<file path="src/rtl/core/mtld_pkg.sv">
// Shared types and constants for the message type/length deframer.
package mtld_pkg;

   typedef enum logic [2:0] {
      PH_HEAD0,
      PH_HEAD1,
      PH_LEN,
      PH_BODY,
      PH_HALT
   } phase_type;

   typedef enum logic [1:0] {
      ST_OK,
      ST_MISMATCH,
      ST_UNKNOWN,
      ST_DROPPED
   } status_type;

   localparam int BYTE_W     = 8;
   localparam int SIZE_W     = 16;
   localparam int BODY_W     = 32;
   localparam int FIFO_DEPTH = 4;
   localparam int FIFO_PTR_W = 2;
   localparam int FIFO_CNT_W = 3;

   typedef struct packed {
      logic [BYTE_W-1:0] out_byte;
      logic [BYTE_W-1:0] msg_type;
      logic              first_of_msg;
      logic              last_of_msg;
      status_type        status;
   } rsp_type;

   typedef struct packed {
      logic              known;
      logic              variable;
      logic [SIZE_W-1:0] size;
   } desc_type;

   typedef struct packed {
      logic              en;
      logic [BYTE_W-1:0] id;
   } tbl_rd_type;

   typedef struct packed {
      logic              en;
      logic [BYTE_W-1:0] id;
      desc_type          desc;
   } tbl_wr_type;

endpackage

</file>
<file path="src/rtl/core/message_type_length_deframer.sv">
// Top level of the message type/length deframer.
//
// Takes one beat per clock, data bytes and descriptor writes alike, with no
// stall of its own: ready drops only while the 4-beat result queue has fewer
// than two free slots, so with rsp_ready held high the block runs at one beat
// per cycle indefinitely. The descriptor table is a TYPE_COUNT-entry memory
// looked up on the first header byte; its registered entry is used by the
// second byte, and a descriptor write to the same type in between is
// forwarded. Known bits are flops cleared by reset, so there is no clearing
// pass. Results are registered into the result queue behind any waiting
// beats; a good header gives two result beats, every other stream byte one
// (the first header byte gives none). After a header error every stream
// byte comes out as dropped until reset.
module message_type_length_deframer #(
   parameter int TYPE_COUNT       = 256,
   parameter int MAX_LENGTH_BYTES = 4
) (
   input  logic                        clock,
   input  logic                        reset,
   input  logic                        req_valid,
   output logic                        req_ready,
   input  logic                        req_type,
   input  logic [mtld_pkg::BYTE_W-1:0] req_data_byte,
   input  logic [mtld_pkg::BYTE_W-1:0] req_desc_id,
   input  logic                        req_desc_valid,
   input  logic                        req_desc_variable,
   input  logic [mtld_pkg::SIZE_W-1:0] req_desc_size,
   output logic                        rsp_valid,
   input  logic                        rsp_ready,
   output logic [mtld_pkg::BYTE_W-1:0] rsp_out_byte,
   output logic [mtld_pkg::BYTE_W-1:0] rsp_msg_type,
   output logic                        rsp_first_of_msg,
   output logic                        rsp_last_of_msg,
   output logic [1:0]                  rsp_status
);
   import mtld_pkg::*;

   logic       in_acc;
   logic       item_en;
   logic       pop;
   logic [1:0] push_cnt;
   tbl_wr_type tbl_wr;
   tbl_rd_type tbl_rd;
   desc_type   entry;
   rsp_type    rsp0, rsp1, head;

   assign in_acc  = req_valid && req_ready;
   assign item_en = in_acc && !req_type;
   assign pop     = rsp_valid && rsp_ready;

   assign tbl_wr.en            = in_acc && req_type;
   assign tbl_wr.id            = req_desc_id;
   assign tbl_wr.desc.known    = req_desc_valid;
   assign tbl_wr.desc.variable = req_desc_variable;
   assign tbl_wr.desc.size     = req_desc_size;

   mtld_desc_tbl #(
      .TYPE_COUNT(TYPE_COUNT)
   ) u_tbl (
      .clock (clock),
      .reset (reset),
      .wr    (tbl_wr),
      .rd    (tbl_rd),
      .entry (entry)
   );

   mtld_parse #(
      .MAX_LENGTH_BYTES(MAX_LENGTH_BYTES)
   ) u_parse (
      .clock     (clock),
      .reset     (reset),
      .item_en   (item_en),
      .data_byte (req_data_byte),
      .entry     (entry),
      .rd        (tbl_rd),
      .push_cnt  (push_cnt),
      .rsp0      (rsp0),
      .rsp1      (rsp1)
   );

   mtld_rsp_fifo u_fifo (
      .clock     (clock),
      .reset     (reset),
      .push_cnt  (push_cnt),
      .rsp0      (rsp0),
      .rsp1      (rsp1),
      .pop       (pop),
      .out_valid (rsp_valid),
      .head      (head),
      .room      (req_ready)
   );

   assign rsp_out_byte     = head.out_byte;
   assign rsp_msg_type     = head.msg_type;
   assign rsp_first_of_msg = head.first_of_msg;
   assign rsp_last_of_msg  = head.last_of_msg;
   assign rsp_status       = head.status;

endmodule

</file>
<file path="src/rtl/core/mtld_desc_tbl.sv">
// Descriptor table: entry memory, per-type known bits and write forwarding.
module mtld_desc_tbl #(
   parameter int TYPE_COUNT = 256
) (
   input  logic                 clock,
   input  logic                 reset,
   input  mtld_pkg::tbl_wr_type wr,
   input  mtld_pkg::tbl_rd_type rd,
   output mtld_pkg::desc_type   entry
);
   import mtld_pkg::*;

   localparam int AW = $clog2(TYPE_COUNT);
   localparam int EW = SIZE_W + 1;

   logic [EW-1:0]         mem [TYPE_COUNT];
   logic [TYPE_COUNT-1:0] known_ff;
   logic [EW-1:0]         q_ff;
   logic [BYTE_W-1:0]     rd_id_ff;
   logic                  wr_ok;
   logic                  rd_ok;
   logic [EW-1:0]         wr_data;

   assign wr_ok   = {1'b0, wr.id} < (BYTE_W+1)'(TYPE_COUNT);
   assign rd_ok   = {1'b0, rd_id_ff} < (BYTE_W+1)'(TYPE_COUNT);
   assign wr_data = {wr.desc.variable, wr.desc.size};

   // q_ff always mirrors the entry of the last type looked up; a later write to
   // that type is forwarded so the second header byte sees the newest value.
   always_ff @(posedge clock) begin
      if (wr.en && wr_ok) begin
         mem[wr.id[AW-1:0]] <= wr_data;
      end
      if (rd.en) begin
         q_ff     <= mem[rd.id[AW-1:0]];
         rd_id_ff <= rd.id;
      end else if (wr.en && wr_ok && (wr.id == rd_id_ff)) begin
         q_ff <= wr_data;
      end
   end

   always_ff @(posedge clock) begin
      if (reset) begin
         known_ff <= '0;
      end else if (wr.en && wr_ok) begin
         known_ff[wr.id[AW-1:0]] <= wr.desc.known;
      end
   end

   assign entry.known    = rd_ok && known_ff[rd_id_ff[AW-1:0]];
   assign entry.variable = q_ff[EW-1];
   assign entry.size     = q_ff[SIZE_W-1:0];

   a_fwd_hit : assert property (@(posedge clock) disable iff (reset)
      (!rd.en && wr.en && wr_ok && (wr.id == rd_id_ff)) |=> (q_ff == $past(wr_data)))
      else $error("descriptor write not forwarded to pending lookup");

endmodule

</file>
<file path="src/rtl/core/mtld_parse.sv">
// Header check, length field capture and message byte tagging.
module mtld_parse #(
   parameter int MAX_LENGTH_BYTES = 4
) (
   input  logic                        clock,
   input  logic                        reset,
   input  logic                        item_en,
   input  logic [mtld_pkg::BYTE_W-1:0] data_byte,
   input  mtld_pkg::desc_type          entry,
   output mtld_pkg::tbl_rd_type        rd,
   output logic [1:0]                  push_cnt,
   output mtld_pkg::rsp_type           rsp0,
   output mtld_pkg::rsp_type           rsp1
);
   import mtld_pkg::*;

   localparam int LL_W  = $clog2(MAX_LENGTH_BYTES + 1);
   localparam int LI_W  = (MAX_LENGTH_BYTES > 1) ? $clog2(MAX_LENGTH_BYTES) : 1;
   localparam int ACC_W = BYTE_W * MAX_LENGTH_BYTES;

   phase_type         phase_ff, phase_in;
   logic [BYTE_W-1:0] held_ff, held_in;
   logic [LL_W-1:0]   len_left_ff, len_left_in;
   logic [LI_W-1:0]   len_idx_ff, len_idx_in;
   logic [ACC_W-1:0]  acc_ff, acc_in, acc_upd;
   logic [BODY_W-1:0] body_ff, body_in;

   logic              hdr_mismatch;
   logic              hdr_last;
   logic [SIZE_W-1:0] fixed_size;
   logic [LL_W-1:0]   len_sat;
   logic              len_done;
   logic              len_zero;
   logic              body_last;

   always_comb begin
      acc_upd = acc_ff;
      for (int k = 0; k < MAX_LENGTH_BYTES; k++) begin
         if (len_idx_ff == LI_W'(k)) begin
            acc_upd[k*BYTE_W +: BYTE_W] = data_byte;
         end
      end
   end

   assign hdr_mismatch = data_byte != held_ff;
   assign fixed_size   = (entry.size < SIZE_W'(2)) ? SIZE_W'(2) : entry.size;
   assign len_sat      = (entry.size > SIZE_W'(MAX_LENGTH_BYTES)) ?
                         LL_W'(MAX_LENGTH_BYTES) : entry.size[LL_W-1:0];
   assign hdr_last     = entry.variable ? (entry.size == '0) : (entry.size <= SIZE_W'(2));
   assign len_done     = len_left_ff == LL_W'(1);
   assign len_zero     = acc_upd == '0;
   assign body_last    = body_ff == BODY_W'(1);

   assign rd.en = item_en && (phase_ff == PH_HEAD0);
   assign rd.id = data_byte;

   // next phase
   always_comb begin
      phase_in = phase_ff;
      if (item_en) begin
         unique case (phase_ff)
            PH_HEAD0: phase_in = PH_HEAD1;
            PH_HEAD1: begin
               if (hdr_mismatch || !entry.known) begin
                  phase_in = PH_HALT;
               end else if (hdr_last) begin
                  phase_in = PH_HEAD0;
               end else if (entry.variable) begin
                  phase_in = PH_LEN;
               end else begin
                  phase_in = PH_BODY;
               end
            end
            PH_LEN: begin
               if (len_done) begin
                  phase_in = len_zero ? PH_HEAD0 : PH_BODY;
               end
            end
            PH_BODY: begin
               if (body_last) begin
                  phase_in = PH_HEAD0;
               end
            end
            PH_HALT: phase_in = PH_HALT;
            default: phase_in = PH_HALT;
         endcase
      end
   end

   // counters and held header
   always_comb begin
      held_in     = held_ff;
      len_left_in = len_left_ff;
      len_idx_in  = len_idx_ff;
      acc_in      = acc_ff;
      body_in     = body_ff;
      if (item_en) begin
         case (phase_ff)
            PH_HEAD0: held_in = data_byte;
            PH_HEAD1: begin
               if (entry.variable) begin
                  len_left_in = len_sat;
                  len_idx_in  = '0;
                  acc_in      = '0;
               end else begin
                  body_in = BODY_W'(fixed_size) - BODY_W'(2);
               end
            end
            PH_LEN: begin
               acc_in      = acc_upd;
               len_idx_in  = len_idx_ff + LI_W'(1);
               len_left_in = len_left_ff - LL_W'(1);
               if (len_done) begin
                  body_in = BODY_W'(acc_upd);
               end
            end
            PH_BODY: body_in = body_ff - BODY_W'(1);
            default: ;
         endcase
      end
   end

   // results
   always_comb begin
      push_cnt = 2'd0;
      rsp0     = '{out_byte: data_byte, msg_type: held_ff, first_of_msg: 1'b0,
                   last_of_msg: 1'b0, status: ST_OK};
      rsp1     = '{out_byte: data_byte, msg_type: held_ff, first_of_msg: 1'b0,
                   last_of_msg: hdr_last, status: ST_OK};
      if (item_en) begin
         unique case (phase_ff)
            PH_HEAD0: push_cnt = 2'd0;
            PH_HEAD1: begin
               if (hdr_mismatch) begin
                  push_cnt    = 2'd1;
                  rsp0.status = ST_MISMATCH;
               end else if (!entry.known) begin
                  push_cnt    = 2'd1;
                  rsp0.status = ST_UNKNOWN;
               end else begin
                  push_cnt          = 2'd2;
                  rsp0.out_byte     = held_ff;
                  rsp0.first_of_msg = 1'b1;
               end
            end
            PH_LEN: begin
               push_cnt         = 2'd1;
               rsp0.last_of_msg = len_done && len_zero;
            end
            PH_BODY: begin
               push_cnt         = 2'd1;
               rsp0.last_of_msg = body_last;
            end
            PH_HALT: begin
               push_cnt      = 2'd1;
               rsp0.msg_type = '0;
               rsp0.status   = ST_DROPPED;
            end
            default: begin
               push_cnt      = 2'd1;
               rsp0.msg_type = '0;
               rsp0.status   = ST_DROPPED;
            end
         endcase
      end
   end

   always_ff @(posedge clock) begin
      if (reset) begin
         phase_ff    <= PH_HEAD0;
         held_ff     <= '0;
         len_left_ff <= '0;
         len_idx_ff  <= '0;
         acc_ff      <= '0;
         body_ff     <= '0;
      end else begin
         phase_ff    <= phase_in;
         held_ff     <= held_in;
         len_left_ff <= len_left_in;
         len_idx_ff  <= len_idx_in;
         acc_ff      <= acc_in;
         body_ff     <= body_in;
      end
   end

   a_halt_sticky : assert property (@(posedge clock) disable iff (reset)
      (phase_ff == PH_HALT) |=> (phase_ff == PH_HALT))
      else $error("left halt without reset");

   a_pair_on_header : assert property (@(posedge clock) disable iff (reset)
      (push_cnt == 2'd2) |-> (item_en && (phase_ff == PH_HEAD1) && !hdr_mismatch))
      else $error("two results outside a good header");

   a_body_nonzero : assert property (@(posedge clock) disable iff (reset)
      (phase_ff == PH_BODY) |-> (body_ff != '0))
      else $error("body phase with zero bytes left");

endmodule

</file>
<file path="src/rtl/core/mtld_rsp_fifo.sv">
// Small result queue taking up to two beats per cycle and giving one.
module mtld_rsp_fifo (
   input  logic              clock,
   input  logic              reset,
   input  logic [1:0]        push_cnt,
   input  mtld_pkg::rsp_type rsp0,
   input  mtld_pkg::rsp_type rsp1,
   input  logic              pop,
   output logic              out_valid,
   output mtld_pkg::rsp_type head,
   output logic              room
);
   import mtld_pkg::*;

   rsp_type               ent_ff [FIFO_DEPTH];
   logic [FIFO_PTR_W-1:0] wr_ptr_ff, wr_ptr_in;
   logic [FIFO_PTR_W-1:0] rd_ptr_ff, rd_ptr_in;
   logic [FIFO_CNT_W-1:0] count_ff, count_in;
   logic [FIFO_PTR_W-1:0] wr_ptr_nx;

   assign wr_ptr_nx = wr_ptr_ff + FIFO_PTR_W'(1);
   assign wr_ptr_in = wr_ptr_ff + FIFO_PTR_W'(push_cnt);
   assign rd_ptr_in = rd_ptr_ff + FIFO_PTR_W'(pop);
   assign count_in  = count_ff + FIFO_CNT_W'(push_cnt) - FIFO_CNT_W'(pop);

   assign out_valid = count_ff != '0;
   assign head      = ent_ff[rd_ptr_ff];
   // two free slots so a good header can always land both beats
   assign room      = count_ff <= FIFO_CNT_W'(FIFO_DEPTH - 2);

   always_ff @(posedge clock) begin
      if (push_cnt != 2'd0) begin
         ent_ff[wr_ptr_ff] <= rsp0;
      end
      if (push_cnt == 2'd2) begin
         ent_ff[wr_ptr_nx] <= rsp1;
      end
   end

   always_ff @(posedge clock) begin
      if (reset) begin
         wr_ptr_ff <= '0;
         rd_ptr_ff <= '0;
         count_ff  <= '0;
      end else begin
         wr_ptr_ff <= wr_ptr_in;
         rd_ptr_ff <= rd_ptr_in;
         count_ff  <= count_in;
      end
   end

   a_no_overflow : assert property (@(posedge clock) disable iff (reset)
      (push_cnt != 2'd0) |-> (count_ff <= FIFO_CNT_W'(FIFO_DEPTH - 2)))
      else $error("push without room");

   a_no_underflow : assert property (@(posedge clock) disable iff (reset)
      pop |-> (count_ff != '0))
      else $error("pop from empty queue");

endmodule

</file>
<file path="config.mk">
export PLATFORM = sky130hd
export DESIGN_NAME = message_type_length_deframer
export DESIGN_NICKNAME = d
export VERILOG_FILES = /design/src/rtl/core/mtld_pkg.sv /design/src/rtl/core/message_type_length_deframer.sv /design/src/rtl/core/mtld_desc_tbl.sv /design/src/rtl/core/mtld_parse.sv /design/src/rtl/core/mtld_rsp_fifo.sv
export SDC_FILE = /design/constraint.sdc
export NUM_CORES = 2
export LEC_CHECK = 0
export BUFFER_PORTS_ARGS = -buffer_cell sky130_fd_sc_hd__buf_4
export CELL_PAD_IN_SITES_DETAIL_PLACEMENT = 1
export CELL_PAD_IN_SITES_GLOBAL_PLACEMENT = 2
export CORE_ASPECT_RATIO = 1.4
export CORE_MARGIN = 1
export CORE_UTILIZATION = 45
export CTS_CLUSTER_SIZE = 14
export DETAILED_ROUTE_END_ITERATION = 10
export GPL_ROUTABILITY_DRIVEN = 0
export PLACE_DENSITY_LB_ADDON = 0.1
export SLEW_MARGIN = 5
export SYNTH_ARGS = -nofsm -noshare
export SYNTH_HDL_FRONTEND = slang
export SYNTH_HIERARCHICAL = 1
export SYNTH_MEMORY_MAX_BITS = 65536
export SYNTH_SLANG_ARGS = --single-unit
</file>
<file path="constraint.sdc">
create_clock -name clock -period 12.4 [get_ports clock]
set_input_delay 0.62 -clock clock [delete_from_list [all_inputs] [get_ports clock]]
set_output_delay 0.62 -clock clock [all_outputs]
set_load 0.01 [all_outputs]
</file>
==> qor.yml <==
run:
  cap_violations: 0
route:
  drt-pass1-iter-count: 6
  via_count: 103000
  via_per_inst: 6.35
  wirelength_um: 636000
  first_iter_violations: 11100
  drtAntennaViolNets: 0
  wl_per_cell_um: 39.3
  post-route-drc-count: 0
placement:
  io_buffers: 60
  dp.cells: 15300
  postPlaceCellArea_sq_um: 198000
  dp_hpwl_um: 387000
setup_path:
  critical_path.slowest_cell: "o31ai_4"
  arrival_ns: 7.36
  r2r-start: "u_tbl/rd_id_ff[0]"
  path_max_fanout: 34
  crit_required_ns: 13.04
  cp-start-kind: "register"
  cp-end-kind: "register"
  startpoint: "u_tbl/rd_id_ff[0]"
  slowest_delay_ns: 0.98
  crit_type: "reg2reg"
  path_cells: "buf_4, buf_4, mux4_2, a22oi_1, a21oi_1, a21oi_1, mux4_2, mux2i_1, nand2_1, nor3_2, nor2_1, o31ai_4"
cts:
  cts_hold_buf: 6
  insertion_delay_ns: 1.07
  ctsHtreeMaxLevel: 5
  root_buffer: "clkbuf_16"
  clock-sinks: 4800
  cts_resized: 0
  clockBufferDepth: 4
  clk_pin_slew_worst_paths_ns: 0.07
  cts_setup_buffers: 0
  cts_tree: "done"
  cts_inserted_buffers: 466
pwr:
  p_int_mw: 26.4
  p_seq_frac: 0.521
  p_clk_frac: 0.419
  power_density_nw_per_um2: 160
  ir_drop_mv: 0.138
  swShare: 0.227
  switchingPower_mw: 7.74
  pwr-share-comb: 0.060
  power.static_leakage_nw: 66.6
sta:
  fmax_ghz: 0.149
  final_hold_viol_count: 0
  slew_viol_final: 0
  finClkSkew_ns: 0.0741
  setup_viol_count_final: 0
  tns_ns: 0
  worst_pin_slew_ns: 1.42
  slew_headroom: 0.0565
  rsz0062_at_grt: "no"
  period_needed_ns: 6.72
  min_period_over_period: 0.542
worst_hold_path:
  min-delay-start: "req_desc_size[1]"
  min_path_type: "in2reg"
yosys:
  yosys-top-cells-area: "edfxtp_1, mux4_2, dfxtp_1"
  ys_top_cells_by_count: "edfxtp_1, mux4_2, mux2i_1, nand2_1, nor2_1"
  synth_seq_area_share: 0.742
  synthCells: 10000
  yosysWarningCount: 6
  synth.most_common_cell: "edfxtp_1"
  synth_area_per_cell_sq_um: 19.0
  synth_ff_type: "edfxtp_1"
  yosysUniqueCellTypes: 99
  synth-async-reset-ratio: 0
  yosysTopAreaCellShare: 0.706
  yosysTopAreaCell: "edfxtp_1"
  ys_ff_latch: 4800
  syn_area_sq_um: 190000
  synth_edf_count: 4457
layout:
  register_area_sq_um: 141000
  fill_cells: 37300
  finalInstanceArea_sq_um: 213000
  fin_cells: 16200
  area_growth_pct: 12.5
  multiInputGateArea_sq_um: 46500
  nets: 10300
  drive_gt1_frac: 0.240
run_status:
  outcome: "finished, final reports clean"
die:
  num_rows: 281
  fp.dieW_um: 551
  start_util: 0.453
  die_area_sq_um: 424000
  ios: 61
  die_h_um: 770
  core_area_sq_um: 419000
global_route:
  globalRoute.totalOverflow: 0
  antenna_found_initial: 44
  grt_max_degree: 150
  grt_pass1_wl_um: 873000
  first_global_vias: 107000
  track_usage: 0.299
-- sequential cells by signal (all words and copies together), names as in the netlist --
signal               count
u_fifo/count_ff          3
u_fifo/ent_ff           80
u_fifo/rd_ptr_ff         2
u_fifo/wr_ptr_ff         2
u_parse/acc_ff          32
u_parse/body_ff         32
u_parse/held_ff          8
u_parse/len_idx_ff       2
u_parse/len_left_ff      3
u_parse/phase_ff         3
u_tbl/known_ff         256
u_tbl/mem             4352
u_tbl/q_ff              17
u_tbl/rd_id_ff           8
-- worst max-delay path, delay by kind of cell, from the launching register on --
kind	cells	cell delay [ns]
muxes	3	1.63
AOI/OAI and AO/OA	4	1.66
DFF	1	0.35
buffers and inverters	2	1.31
and+or+nand+nor	3	1.29
-- cell families (layout without fill, tap and decap cells) --
logic type / after synthesis / count (layout) / share of synthesized area
AOI/OAI and AO/OA: 1438 / 1438 / 0.0479
xor gates and xnor gates: 32 / 32 / 0.00162
adders and majority gates: 16 / 16 / 0.00110
buffers and inverters: 720 / 1355 / 0.0219
DFF: 4800 / 4800 / 0.742
muxes: 1639 / 1639 / 0.154
other: 1 / 46 / 0.0000198
and+or+nand+nor: 1360 / 1360 / 0.0318
-- power groups by stage --
stage	clock, mW	sequential (mW)	combinational [mW]
2_1_floorplan	0	18.1	1.06
3_3_place_gp	0	18.1	2.01
3_5_place_dp	0	18.1	2.04
4_1_cts	14.5	17.8	2.05
5_1_grt	15.0	17.8	2.10
6_report	14.3	17.8	2.03
-- layout by cell type (no fill, tap or decap), drive strengths merged, types with 17 or more instances in the layout --
| cell | instances |
|---|---|
| dfxtp | 343 |
| nand3 | 79 |
| or3 | 17 |
| a21oi | 379 |
| nor2b | 33 |
| inv | 32 |
| and2 | 22 |
| o21ai | 349 |
| nand2 | 505 |
| mux2 | 93 |
| clkbuf | 575 |
| o221ai | 88 |
| a31oi | 45 |
| buf | 461 |
| nor3 | 90 |
| nand4 | 24 |
| a2111oi | 31 |
| bufinv | 45 |
| diode | 43 |
| a22oi | 156 |
| nor2 | 463 |
| mux4 | 997 |
| a221oi | 18 |
| mux2i | 549 |
| a32oi | 17 |
| a211oi | 66 |
| edfxtp | 4457 |
| clkinv | 222 |
| o22ai | 163 |
| nor4 | 50 |
-- through the flow --
| stage | utilization | total power [mW] | setup WS [ns] | hold WS (ns) |
|---|---|---|---|---|
| finish | 0.510 | 34.1 | 5.68 | 0.0695 |
| global route | 0.510 | 34.9 | 5.41 | 0.0232 |
| CTS | 0.509 | 34.3 | 5.68 | 0.00792 |
| detailed placement | 0.473 | 20.2 | 5.72 | 0.468 |
| global placement | 0.473 | 20.1 | 5.73 | 0.458 |
| floorplan | - | 19.1 | 7.44 | 0.448 |
-- routing by layer --
metal,up-vias,part of all wire,GRT usage
met1,56700,0.37,0.370
met4,2,0.055,0.149
li1,41500,-,-
met5,-,0.000027,0
met2,3793,0.52,0.520
met3,904,0.055,0.0343
-- worst paths after layout --
kind | cells past startpoint | slack, ns | end
worst max-delay path | 12 | 5.68 | u_fifo/ent_ff[0][4]
worst min-delay path | 1 | 0.07 | u_tbl/mem[230][1]
worst max register to register | 12 | 5.68 | u_fifo/ent_ff[0][4]
worst min register to register | 2 | 0.48 | u_tbl/known_ff[159]
-- cell type report --
| type | instances | area share |
|---|---|---|
| antenna | 43 | 0.000504 |
| multi-input combinational | 4488 | 0.218 |
| inverter | 26 | 0.000504 |
| tap | 5518 | 0.0324 |
| timing repair buffer | 467 | 0.0185 |
| clock buffer | 575 | 0.0579 |
| clock inverter | 287 | 0.0129 |
| sequential | 4800 | 0.659 |
No activity file was read; power rests on OpenSTA's default activity.
